==> src/hw/rtl/cau_pkg.sv <==
package cau_pkg;

    localparam int DATA_WIDTH = 32;
    localparam int FRAC_BITS  = 16;

    localparam int HALF = DATA_WIDTH;           // split point for wide multiplies
    localparam int MW   = 2 * DATA_WIDTH;       // operand product
    localparam int SW   = DATA_WIDTH + 1;       // operand sum
    localparam int PW   = 2 * DATA_WIDTH + 2;   // complex product part
    localparam int DW   = 2 * SW + 1;           // squared magnitude
    localparam int NW   = PW + SW + 1;          // dividend
    localparam int QW   = DATA_WIDTH;           // quotient bits kept
    localparam int QDEPTH = 4;
    localparam int QAW    = $clog2(QDEPTH);

    localparam logic [FRAC_BITS-1:0] FRAC_MASK = '1;
    localparam logic signed [DATA_WIDTH-1:0] MAX_VAL = {1'b0, {(DATA_WIDTH-1){1'b1}}};
    localparam logic signed [DATA_WIDTH-1:0] MIN_VAL = {1'b1, {(DATA_WIDTH-1){1'b0}}};

    typedef enum logic [2:0] {
        OP_ADD, OP_SUB, OP_MUL, OP_DIV, OP_CONJ, OP_INV, OP_PAR, OP_SCALE
    } op_t;

    typedef struct packed {
        op_t                          op;
        logic signed [DATA_WIDTH-1:0] a_re;
        logic signed [DATA_WIDTH-1:0] a_im;
        logic signed [DATA_WIDTH-1:0] b_re;
        logic signed [DATA_WIDTH-1:0] b_im;
    } req_t;

    typedef struct packed {
        logic                  valid;
        logic                  pop;
    } qctl_t;

    typedef struct packed {
        logic                  is_div;
        logic signed [NW-1:0]  n_re;
        logic signed [NW-1:0]  n_im;
        logic [DW-1:0]         den;
        logic signed [PW-1:0]  d_re;
        logic signed [PW-1:0]  d_im;
    } work_t;

    typedef struct packed {
        logic                  is_div;
        logic                  dz;
        logic                  neg_re;
        logic                  neg_im;
        logic                  big_re;
        logic                  big_im;
        logic [DW-1:0]         den;
        logic [DW-1:0]         rem_re;
        logic [DW-1:0]         rem_im;
        logic [QW-1:0]         dv_re;
        logic [QW-1:0]         dv_im;
        logic [QW-1:0]         q_re;
        logic [QW-1:0]         q_im;
        logic signed [PW-1:0]  d_re;
        logic signed [PW-1:0]  d_im;
    } dstage_t;

    // divide by 2^FRAC_BITS, toward zero
    function automatic logic signed [PW-1:0] trunc_frac(input logic signed [PW-1:0] x);
        logic signed [PW-1:0] bias;
        logic signed [PW-1:0] s;
        bias = x[PW-1] ? $signed(PW'(FRAC_MASK)) : $signed(PW'(0));
        s = x + bias;
        return s >>> FRAC_BITS;
    endfunction

    function automatic logic signed [DATA_WIDTH-1:0] sat_part(
        input logic signed [PW-1:0] x, output logic ovf);
        ovf = 1'b0;
        if (x > PW'(MAX_VAL)) begin
            ovf = 1'b1;
            return MAX_VAL;
        end else if (x < PW'(MIN_VAL)) begin
            ovf = 1'b1;
            return MIN_VAL;
        end
        return x[DATA_WIDTH-1:0];
    endfunction

endpackage

==> src/hw/rtl/cau_front.sv <==
module cau_front (
    input  logic                aclk,
    input  logic                aresetn,
    input  logic                s_tvalid,
    output logic                s_tready,
    input  logic [7:0]          s_tuser,  // req_type[2:0]
    input  logic [127:0]        s_tdata,  // a_re, a_im, b_re, b_im
    input  logic                pop,
    output cau_pkg::qctl_t      qctl,
    output cau_pkg::req_t       q_data
);
    import cau_pkg::*;

    req_t            mem_reg [QDEPTH];
    logic [QAW-1:0]  wr_ptr_reg, wr_ptr_next;
    logic [QAW-1:0]  rd_ptr_reg, rd_ptr_next;
    logic [QAW:0]    count_reg, count_next;
    logic            push;
    logic            do_pop;
    req_t            req;

    always_comb begin
        req.op   = op_t'(s_tuser[2:0]);
        req.a_re = s_tdata[DATA_WIDTH-1:0];
        req.a_im = s_tdata[2*DATA_WIDTH-1:DATA_WIDTH];
        req.b_re = s_tdata[3*DATA_WIDTH-1:2*DATA_WIDTH];
        req.b_im = s_tdata[4*DATA_WIDTH-1:3*DATA_WIDTH];
    end

    assign s_tready   = (count_reg != (QAW+1)'(QDEPTH));
    assign push       = s_tvalid && s_tready;
    assign qctl.valid = (count_reg != '0);
    assign do_pop     = pop && qctl.valid;
    assign qctl.pop   = do_pop;
    assign q_data     = mem_reg[rd_ptr_reg];

    always_comb begin
        wr_ptr_next = push   ? wr_ptr_reg + 1'b1 : wr_ptr_reg;
        rd_ptr_next = do_pop ? rd_ptr_reg + 1'b1 : rd_ptr_reg;
        count_next  = count_reg + (QAW+1)'(push) - (QAW+1)'(do_pop);
    end

    always_ff @(posedge aclk) begin
        if (!aresetn) begin
            wr_ptr_reg <= '0;
            rd_ptr_reg <= '0;
            count_reg  <= '0;
        end else begin
            wr_ptr_reg <= wr_ptr_next;
            rd_ptr_reg <= rd_ptr_next;
            count_reg  <= count_next;
        end
    end

    always_ff @(posedge aclk) begin
        if (push) begin
            mem_reg[wr_ptr_reg] <= req;
        end
    end

endmodule

==> config.mk <==
export PLATFORM = sky130hd
export DESIGN_NAME = cau_front
export DESIGN_NICKNAME = d
export VERILOG_FILES = /design/src/hw/rtl/cau_pkg.sv /design/src/hw/rtl/cau_front.sv
export SDC_FILE = /design/constraint.sdc
export NUM_CORES = 1
export LEC_CHECK = 0
export BUFFER_PORTS_ARGS = -buffer_cell sky130_fd_sc_hd__buf_4
export CORE_ASPECT_RATIO = 0.9
export CORE_MARGIN = 2
export CORE_UTILIZATION = 40
export DETAILED_ROUTE_END_ITERATION = 8
export PLACE_DENSITY = 0.61
export SYNTH_ARGS = -nofsm -noshare
export SYNTH_HDL_FRONTEND = slang
export SYNTH_SLANG_ARGS = --single-unit
==> constraint.sdc <==
create_clock -name aclk -period 6.9 [get_ports aclk]
set_input_delay 1.38 -clock aclk [delete_from_list [all_inputs] [get_ports aclk]]
set_output_delay 1.38 -clock aclk [all_outputs]
set_load 0.01 [all_outputs]
==> run summary, run 1 <==
* status: finished, final reports clean
* final routed wirelength across all metal layers: 37.13 mm
* vias after detailed routing: 8548
* final HPWL from detailed placement: 21.30 mm
* proportion of layout cells with a drive suffix above 1: 44.74%
* most repeated cell in the gate-level netlist after synthesis: sky130_fd_sc_hd__edfxtp_1
* headroom to the max-slew limit: 31.64%
* post-detailed-route wirelength per cell: 21.84 um
* clock group share of total power: 30.4%
* Initial DRC Count: 654
* power density normalized to cell area: 365.7 mW/mm^2
* post-layout net count: 1181
* Yosys reg bits: 533
* IO Pins: 274
* global-route wire length before repair: 55.47 mm
* classification of the worst-slack hold path: register to register
* number of unique standard cell types used by synthesis: 21
* die footprint: 0.05024 sq mm
* launch instance of the worst register-to-register path: count_reg[1]$_SDFF_PN0_
* peak supply drop: 0.2180 mV
* CTS Root Cell: sky130_fd_sc_hd__clkbuf_16
* leakage power: 7.820 nW
* share of synthesized flip-flops with an asynchronous set or reset: 0%
* final period utilization: 62.85%
* most common flop cell mapped by yosys: sky130_fd_sc_hd__edfxtp_1
* number of fill cells: 3832
* Port Buffers: 268
* share of synthesized area occupied by flip-flops and latches: 82.10%
* total of hold buffers inserted after clock tree synthesis: 0
* fraction of post-synthesis cell area in the top cell type by area: 81.17%
* CP Cell Sequence: buf_4, mux4_2, buf_4
* number of flip-flops under the largest register name: 524
* final global-route overflow total: 0
* clock edge transition at the registers on the reported setup and hold paths: 50 ps
* slowest stage delay, CP: 970 ps
* routability congestion estimate from global placement: 0.6864
* aggregate negative setup slack: 0 ps
* Max Fanout on Critical Path: 43
* number of antenna violations at the first check in global routing: 2
* endpoints failing hold: 0
* power dissipated by switching net loads: 0.002214 W
* net count of the mapped netlist: 881
* final setup margin: 2563 ps
* hold path startpoint: wr_ptr_reg[1]$_SDFFE_PN0P_
* detail-routed via count per cell: 5.028
* CTS sink count: 533
* Setup Buffers After CTS: 0
* commonest cells in the netlist: sky130_fd_sc_hd__edfxtp_1, sky130_fd_sc_hd__mux4_2, sky130_fd_sc_hd__buf_2, sky130_fd_sc_hd__buf_6, sky130_fd_sc_hd__dfxtp_1
* Worst EP arrival: 2960 ps
* overall die width: 236.1 um
* combinational group share of total power: 22.6%
* EDFF count, synth: 524
* part of the total power dissipated in sequential elements: 47.1%
* setup slack on the worst flop-to-flop path: 3890 ps
* Fmax: 0.2306 GHz
* terminus of the critical flop-to-flop path: mem_reg[1][74]$_DFFE_PP_
* kind of end point of the critical path: output port
* Pre-antenna DRT Iters: 4
* crit path capture: q_data[117]
* cell taking the most area after synthesis: sky130_fd_sc_hd__edfxtp_1
* GRT Util Overall: 14.77%
* cell seen most often among critical-path stages: sky130_fd_sc_hd__buf_4
* DRT antenna net count: 0
* Initial Utilization: 40.53%
* R2R cell count: 4
* height of the die: 212.9 um
* worst path required time: 5520 ps
* cts repair resizes: 0
* post-route clock skew: 22.66 ps
* post-route core utilization: 49.48%
* Power, Total: 0.008655 W
* clock tree from TritonCTS: done
* Area growth, synth to finish: 22.08%
* DRC violations left: 0
* number of pins with negative max-slew slack in the final report: 0
* Post-Synthesis Mean Instance Area: 26.41 sq um
* standard cell core area: 0.04783 sq mm
* number of placement rows: 76
* type of origin of the critical path: register
* largest net degree at the start of global routing: 90
* worst slew pin tran: 1025 ps
* kind of critical path: register to output port
* via count of the first global-routing pass: 9183
* time the final worst path needs with I/O delays and setup: 4337 ps
* internal power component: 0.006441 W
* Mapped Cells: 734
* setup repair after global routing missed its margin: false
* Max-Cap Viols: 0
* clock insertion delay at the later pin of the skew report: 580 ps
* Final setup violation count: 0
* maximum level of the CTS H-tree: 2
* switching share of total power: 25.58%
* post-place setup slack: 2880 ps
* count of yosys warnings during synthesis: 0
* Max clock buf depth: 3
* number of buffers added by the clock tree synthesis step: 53
* cell area after synthesis: 0.01939 sq mm
* cell types occupying the most area after synthesis: sky130_fd_sc_hd__edfxtp_1, sky130_fd_sc_hd__mux4_2, sky130_fd_sc_hd__dfxtp_1, sky130_fd_sc_hd__buf_6, sky130_fd_sc_hd__ha_1
* critical path's slowest cell: sky130_fd_sc_hd__dfxtp_4
[worst max-delay path: cells and delay by family, from the launching register on]
kind | cells | cell delay (ps)
flip-flops | 1 | 970
buffers and inverters | 2 | 770
multiplexers | 1 | 590
[layout by cell type, fill, tap and decap left out, types with 2 or more instances in the layout]
cell	n
sky130_fd_sc_hd__inv_6	2
sky130_fd_sc_hd__and2_1	3
sky130_fd_sc_hd__buf_4	273
sky130_fd_sc_hd__xnor2_1	4
sky130_fd_sc_hd__clkinv_2	5
sky130_fd_sc_hd__dfxtp_4	2
sky130_fd_sc_hd__dfxtp_1	7
sky130_fd_sc_hd__clkbuf_1	17
sky130_fd_sc_hd__mux4_2	131
sky130_fd_sc_hd__nand2_1	5
sky130_fd_sc_hd__and2_4	4
sky130_fd_sc_hd__ha_1	6
sky130_fd_sc_hd__clkbuf_8	3
sky130_fd_sc_hd__buf_12	4
sky130_fd_sc_hd__clkinv_1	12
sky130_fd_sc_hd__inv_1	5
sky130_fd_sc_hd__edfxtp_1	524
sky130_fd_sc_hd__mux2i_1	2
sky130_fd_sc_hd__clkbuf_16	55
sky130_fd_sc_hd__nor2b_1	3
[power by group through the flow]
stage / registers [W] / logic (W) / clock network, W
5_1_grt: 0.00412 / 0.00209 / 0.00284
3_5_place_dp: 0.00416 / 0.00200 / 0
6_report: 0.00408 / 0.00195 / 0.00263
3_3_place_gp: 0.00414 / 0.00200 / 0
2_1_floorplan: 0.00408 / 0.00122 / 0
4_1_cts: 0.00409 / 0.00201 / 0.00272
[through the flow]
step | cells | area, sq um | hold slack, ps
floorplan | 734 | 19390 | 467.7
global placement | 1603 | 22080 | 484.0
detailed placement | 1603 | 22080 | 497.0
CTS | 1699 | 23660 | 505.2
global route | 1699 | 23660 | 528.3
finish | 1700 | 23670 | 499.0
[metal layers]
layer	part of all wire, %	wire length [um]	vias up	GRT usage [%]
met5	0.035	13	-	0
met4	1.9	716	2	4.722
met3	6.9	2546	50	4.176
met2	47	17500	226	23.29
met1	44	16360	4517	20.05
li1	-	-	3753	-
[layout make-up]
class                      instances  area, sq um  area share [%]
antenna                            1        2.502         0.01057
tap                              624        780.7           3.299
sequential                       533        15920           67.28
clock buffer                      75         1481           6.260
clock inverter                    21        103.9          0.4388
timing repair buffer             277         2130           8.998
multi-input combinational        164         3227           13.63
inverter                           5        18.77         0.07930
[worst min path at each step]
stage                                       endpoint  slack, ps  cells after the start
after floorplan           wr_ptr_reg[1]$_SDFFE_PN0P_        470                      2
after global placement    wr_ptr_reg[1]$_SDFFE_PN0P_        480                      2
after detailed placement  wr_ptr_reg[1]$_SDFFE_PN0P_        500                      2
after CTS                 wr_ptr_reg[1]$_SDFFE_PN0P_        510                      2
after global routing      wr_ptr_reg[1]$_SDFFE_PN0P_        530                      2
final                     wr_ptr_reg[1]$_SDFFE_PN0P_        500                      2
[kinds of logic (layout without fill, tap and decap cells)]
group                      count (synthesis)  count (layout)  share of synthesized area (%)
adders and majority gates                  7               7                         0.4905
muxes                                    133             133                          15.32
DFF                                      533             533                          82.10
xor gates and xnor gates                   4               4                         0.1807
other                                      0               1                              0
and+or+nand+nor                           17              17                         0.4712
AOI/OAI and AO/OA                          3               3                         0.1291
buffers and inverters                     37             378                          1.310
Power figures use the tool's default switching activity.
==> run 2, diff against run 1 <==
Clock period 6.9 ns to 4.03 ns, I/O delays scaled along.
==> run 2 against run 1 <==
Hold slack worse by 88 ps. Routed wire length increased by 1.1%. Die area did not move. Sequential share of layout area fell by 0.71 points. Sequential power up 69%. Clock power rose by 81%. Final cell count grew 0.24%. Sequential cell count unchanged. Highest routed layer unchanged.
==> run summary, run 2 (synthesis gave the netlist of run 1 again) <==
* status: finished, final reports clean
* vias after detailed routing: 8597, +0.57%
* worst slew pin tran: 536.3 ps, -489.1 ps
* switching share of total power: 25.31%, -0.27 points
* R2R cell count: 12, +8
* end of the worst hold path: mem_reg[1][52]$_DFFE_PP_
* detail-routed via count per cell: 5.045, +0.34%
* hold path startpoint: s_tdata[84]
* type of origin of the critical path: register
* time the final worst path needs with I/O delays and setup: 3236 ps
* number of placement rows: 76, unchanged
* most common cell after layout, fill and taps aside: sky130_fd_sc_hd__edfxtp_1
* Max-Cap Viols: 0, unchanged
* post-layout net count: 1188, +0.59%
* DRC violations left: 0, unchanged
* proportion of layout cells with a drive suffix above 1: 45.56%, +0.81 points
* setup slack on the worst flop-to-flop path: 1640 ps, -2250 ps
* endpoints failing hold: 0, unchanged
* clock insertion delay at the later pin of the skew report: 580 ps, about the same
* worst hold path depth: 1, -1
* post-detailed-route wirelength per cell: 22.04 um, +0.91%
* setup repair after global routing missed its margin: false
* number of flip-flops under the largest register name: 524, unchanged
* Initial Utilization: 40.53%, unchanged
* number of antenna violations at the first check in global routing: 5, +3
* worst path required time: 3220 ps, -2300 ps
* cts repair resizes: 0, unchanged
* launch instance of the worst register-to-register path: count_reg[1]$_SDFF_PN0_
* post-route clock skew: 13.83 ps, -8.832 ps
* overall die width: 236.1 um, unchanged
* classification of the worst-slack hold path: input port to register
* standard cell core area: 0.04783 sq mm, unchanged
* terminus of the critical flop-to-flop path: count_reg[2]$_SDFF_PN0_
* Ant. Diodes: 0, -1
* headroom to the max-slew limit: 64.24%, +33 points
* peak supply drop: 0.4150 mV, +90%
* Port Buffers: 268, unchanged
* number of pins with negative max-slew slack in the final report: 0, unchanged
* power dissipated by switching net loads: 0.003836 W, +73%
* final period utilization: 80.29%
* number of placed instances, taps included: 1609, +0.37%
* Fmax: 0.3091 GHz
* final global-route overflow total: 0, unchanged
* non-filler instance count after layout: 1704, +0.24%
* Setup Buffers After CTS: 0, unchanged
* leakage power: 7.921 nW, +1.3%
* height of the die: 212.9 um, unchanged
* part of the total power dissipated in sequential elements: 45.6%, -1.5 points
* clock edge transition at the registers on the reported setup and hold paths: 60 ps, about the same
* largest net degree at the start of global routing: 80, -11%
* kind of critical path: register to output port
* final routed wirelength across all metal layers: 37.56 mm, +1.1%
* aggregate negative setup slack: 0 ps, unchanged
* Pre-antenna DRT Iters: 4, unchanged
* Finished Cell Area: 0.02392 sq mm, +1.1%
* global-route wire length before repair: 56.26 mm, +1.4%
* die footprint: 0.05024 sq mm, unchanged
* CP Cell Sequence: buf_12, mux4_2, buf_4
* slowest stage delay, CP: 660 ps, -310 ps
* combinational group share of total power: 23.0%, +0.4 points
* IO Pins: 274, unchanged
* Final setup violation count: 0, unchanged
* Worst EP arrival: 2430 ps, -530 ps
* top library cells by usage in the layout, fill and taps aside: sky130_fd_sc_hd__edfxtp_1, sky130_fd_sc_hd__buf_4, sky130_fd_sc_hd__mux4_2
* maximum level of the CTS H-tree: 2, unchanged
* internal power component: 0.01132 W, +76%
* number of buffers added by the clock tree synthesis step: 54, +1.9%
* via count of the first global-routing pass: 9177, -0.065%
* kind of end point of the critical path: output port
* post-place setup slack: 1303 ps, -1577 ps
* Initial DRC Count: 633, -3.2%
* Max clock buf depth: 3, unchanged
* critical path's slowest cell: sky130_fd_sc_hd__dfxtp_4
* Hold Worst Slack: 410.7 ps, -88.36 ps
* clock tree from TritonCTS: done
* DRT antenna net count: 0, unchanged
* routability congestion estimate from global placement: 0.6964, +1.5%
* CTS Root Cell: sky130_fd_sc_hd__clkbuf_16
* CTS sink count: 533, unchanged
* Placed Area: 0.02224 sq mm, +0.71%
* clock group share of total power: 31.4%, +1.0 points
* Max Fanout on Critical Path: 43, unchanged
* number of fill cells: 3842, +0.26%
* total of hold buffers inserted after clock tree synthesis: 0, unchanged
* final setup margin: 794.4 ps, -1769 ps
* GRT Util Overall: 15.03%, +0.26 points
* final HPWL from detailed placement: 21.34 mm, +0.19%
* Area growth, synth to finish: 23.39%
* power density normalized to cell area: 633.7 mW/mm^2, +73%
-- run 2: changes by cell type in the layout (fill, tap and decap cells not counted), sizes merged --
cell	delta
buf	+6
clkbuf	-4
inv	-1
clkinvlp	+2
bufinv	+4
diode	-1
clkinv	-2
-- run 2: metrics by stage --
stage               total power, W  utilization, %
floorplan                 0.009026               -
global placement           0.01059           46.49
detailed placement         0.01062           46.49
CTS                        0.01543           50.01
global route               0.01582           50.01
finish                     0.01516           50.01
-- run 2: cell type report --
class | instances | area [sq um] | share of cell area, %
inverter | 5 | 18.77 | 0.07846
sequential | 533 | 15920 | 66.57
timing repair buffer | 283 | 2287 | 9.562
clock inverter | 24 | 227.7 | 0.9520
tap | 624 | 780.7 | 3.264
multi-input combinational | 164 | 3227 | 13.49
clock buffer | 71 | 1456 | 6.089
-- run 2: critical path: cells and delay by family (launching register included) --
family / cells / cell delay (ps)
flops: 1 / 660
buf+inv: 2 / 560
mux: 1 / 570
-- run 2: how the worst max path moves through the flow --
stage | start | to | slack [ps] | depth (start not counted)
after floorplan | s_tvalid | mem_reg[0][0]$_DFFE_PP_ | 720 | 2
after global placement | s_tvalid | count_reg[2]$_SDFF_PN0_ | 1320 | 12
after detailed placement | s_tvalid | count_reg[2]$_SDFF_PN0_ | 1300 | 12
after CTS | register | q_data[5] | 670 | 3
after global routing | register | q_data[128] | 610 | 3
final | register | q_data[74] | 790 | 3
-- run 2: power by group through the flow --
stage               Sequential, W  Clock [W]  Combinational, W
floorplan                 0.00694          0           0.00208
global placement          0.00701          0           0.00358
detailed placement        0.00704          0           0.00358
CTS                       0.00692    0.00492           0.00359
global route              0.00696    0.00511           0.00375
finish                    0.00691    0.00476           0.00349
-- run 2: routing by layer --
metal / wire (um) / GRT usage (%)
met1: 15810 / 20.32
met2: 17800 / 22.94
met3: 3043 / 5.081
met4: 833 / 5.271
met5: 64 / 0
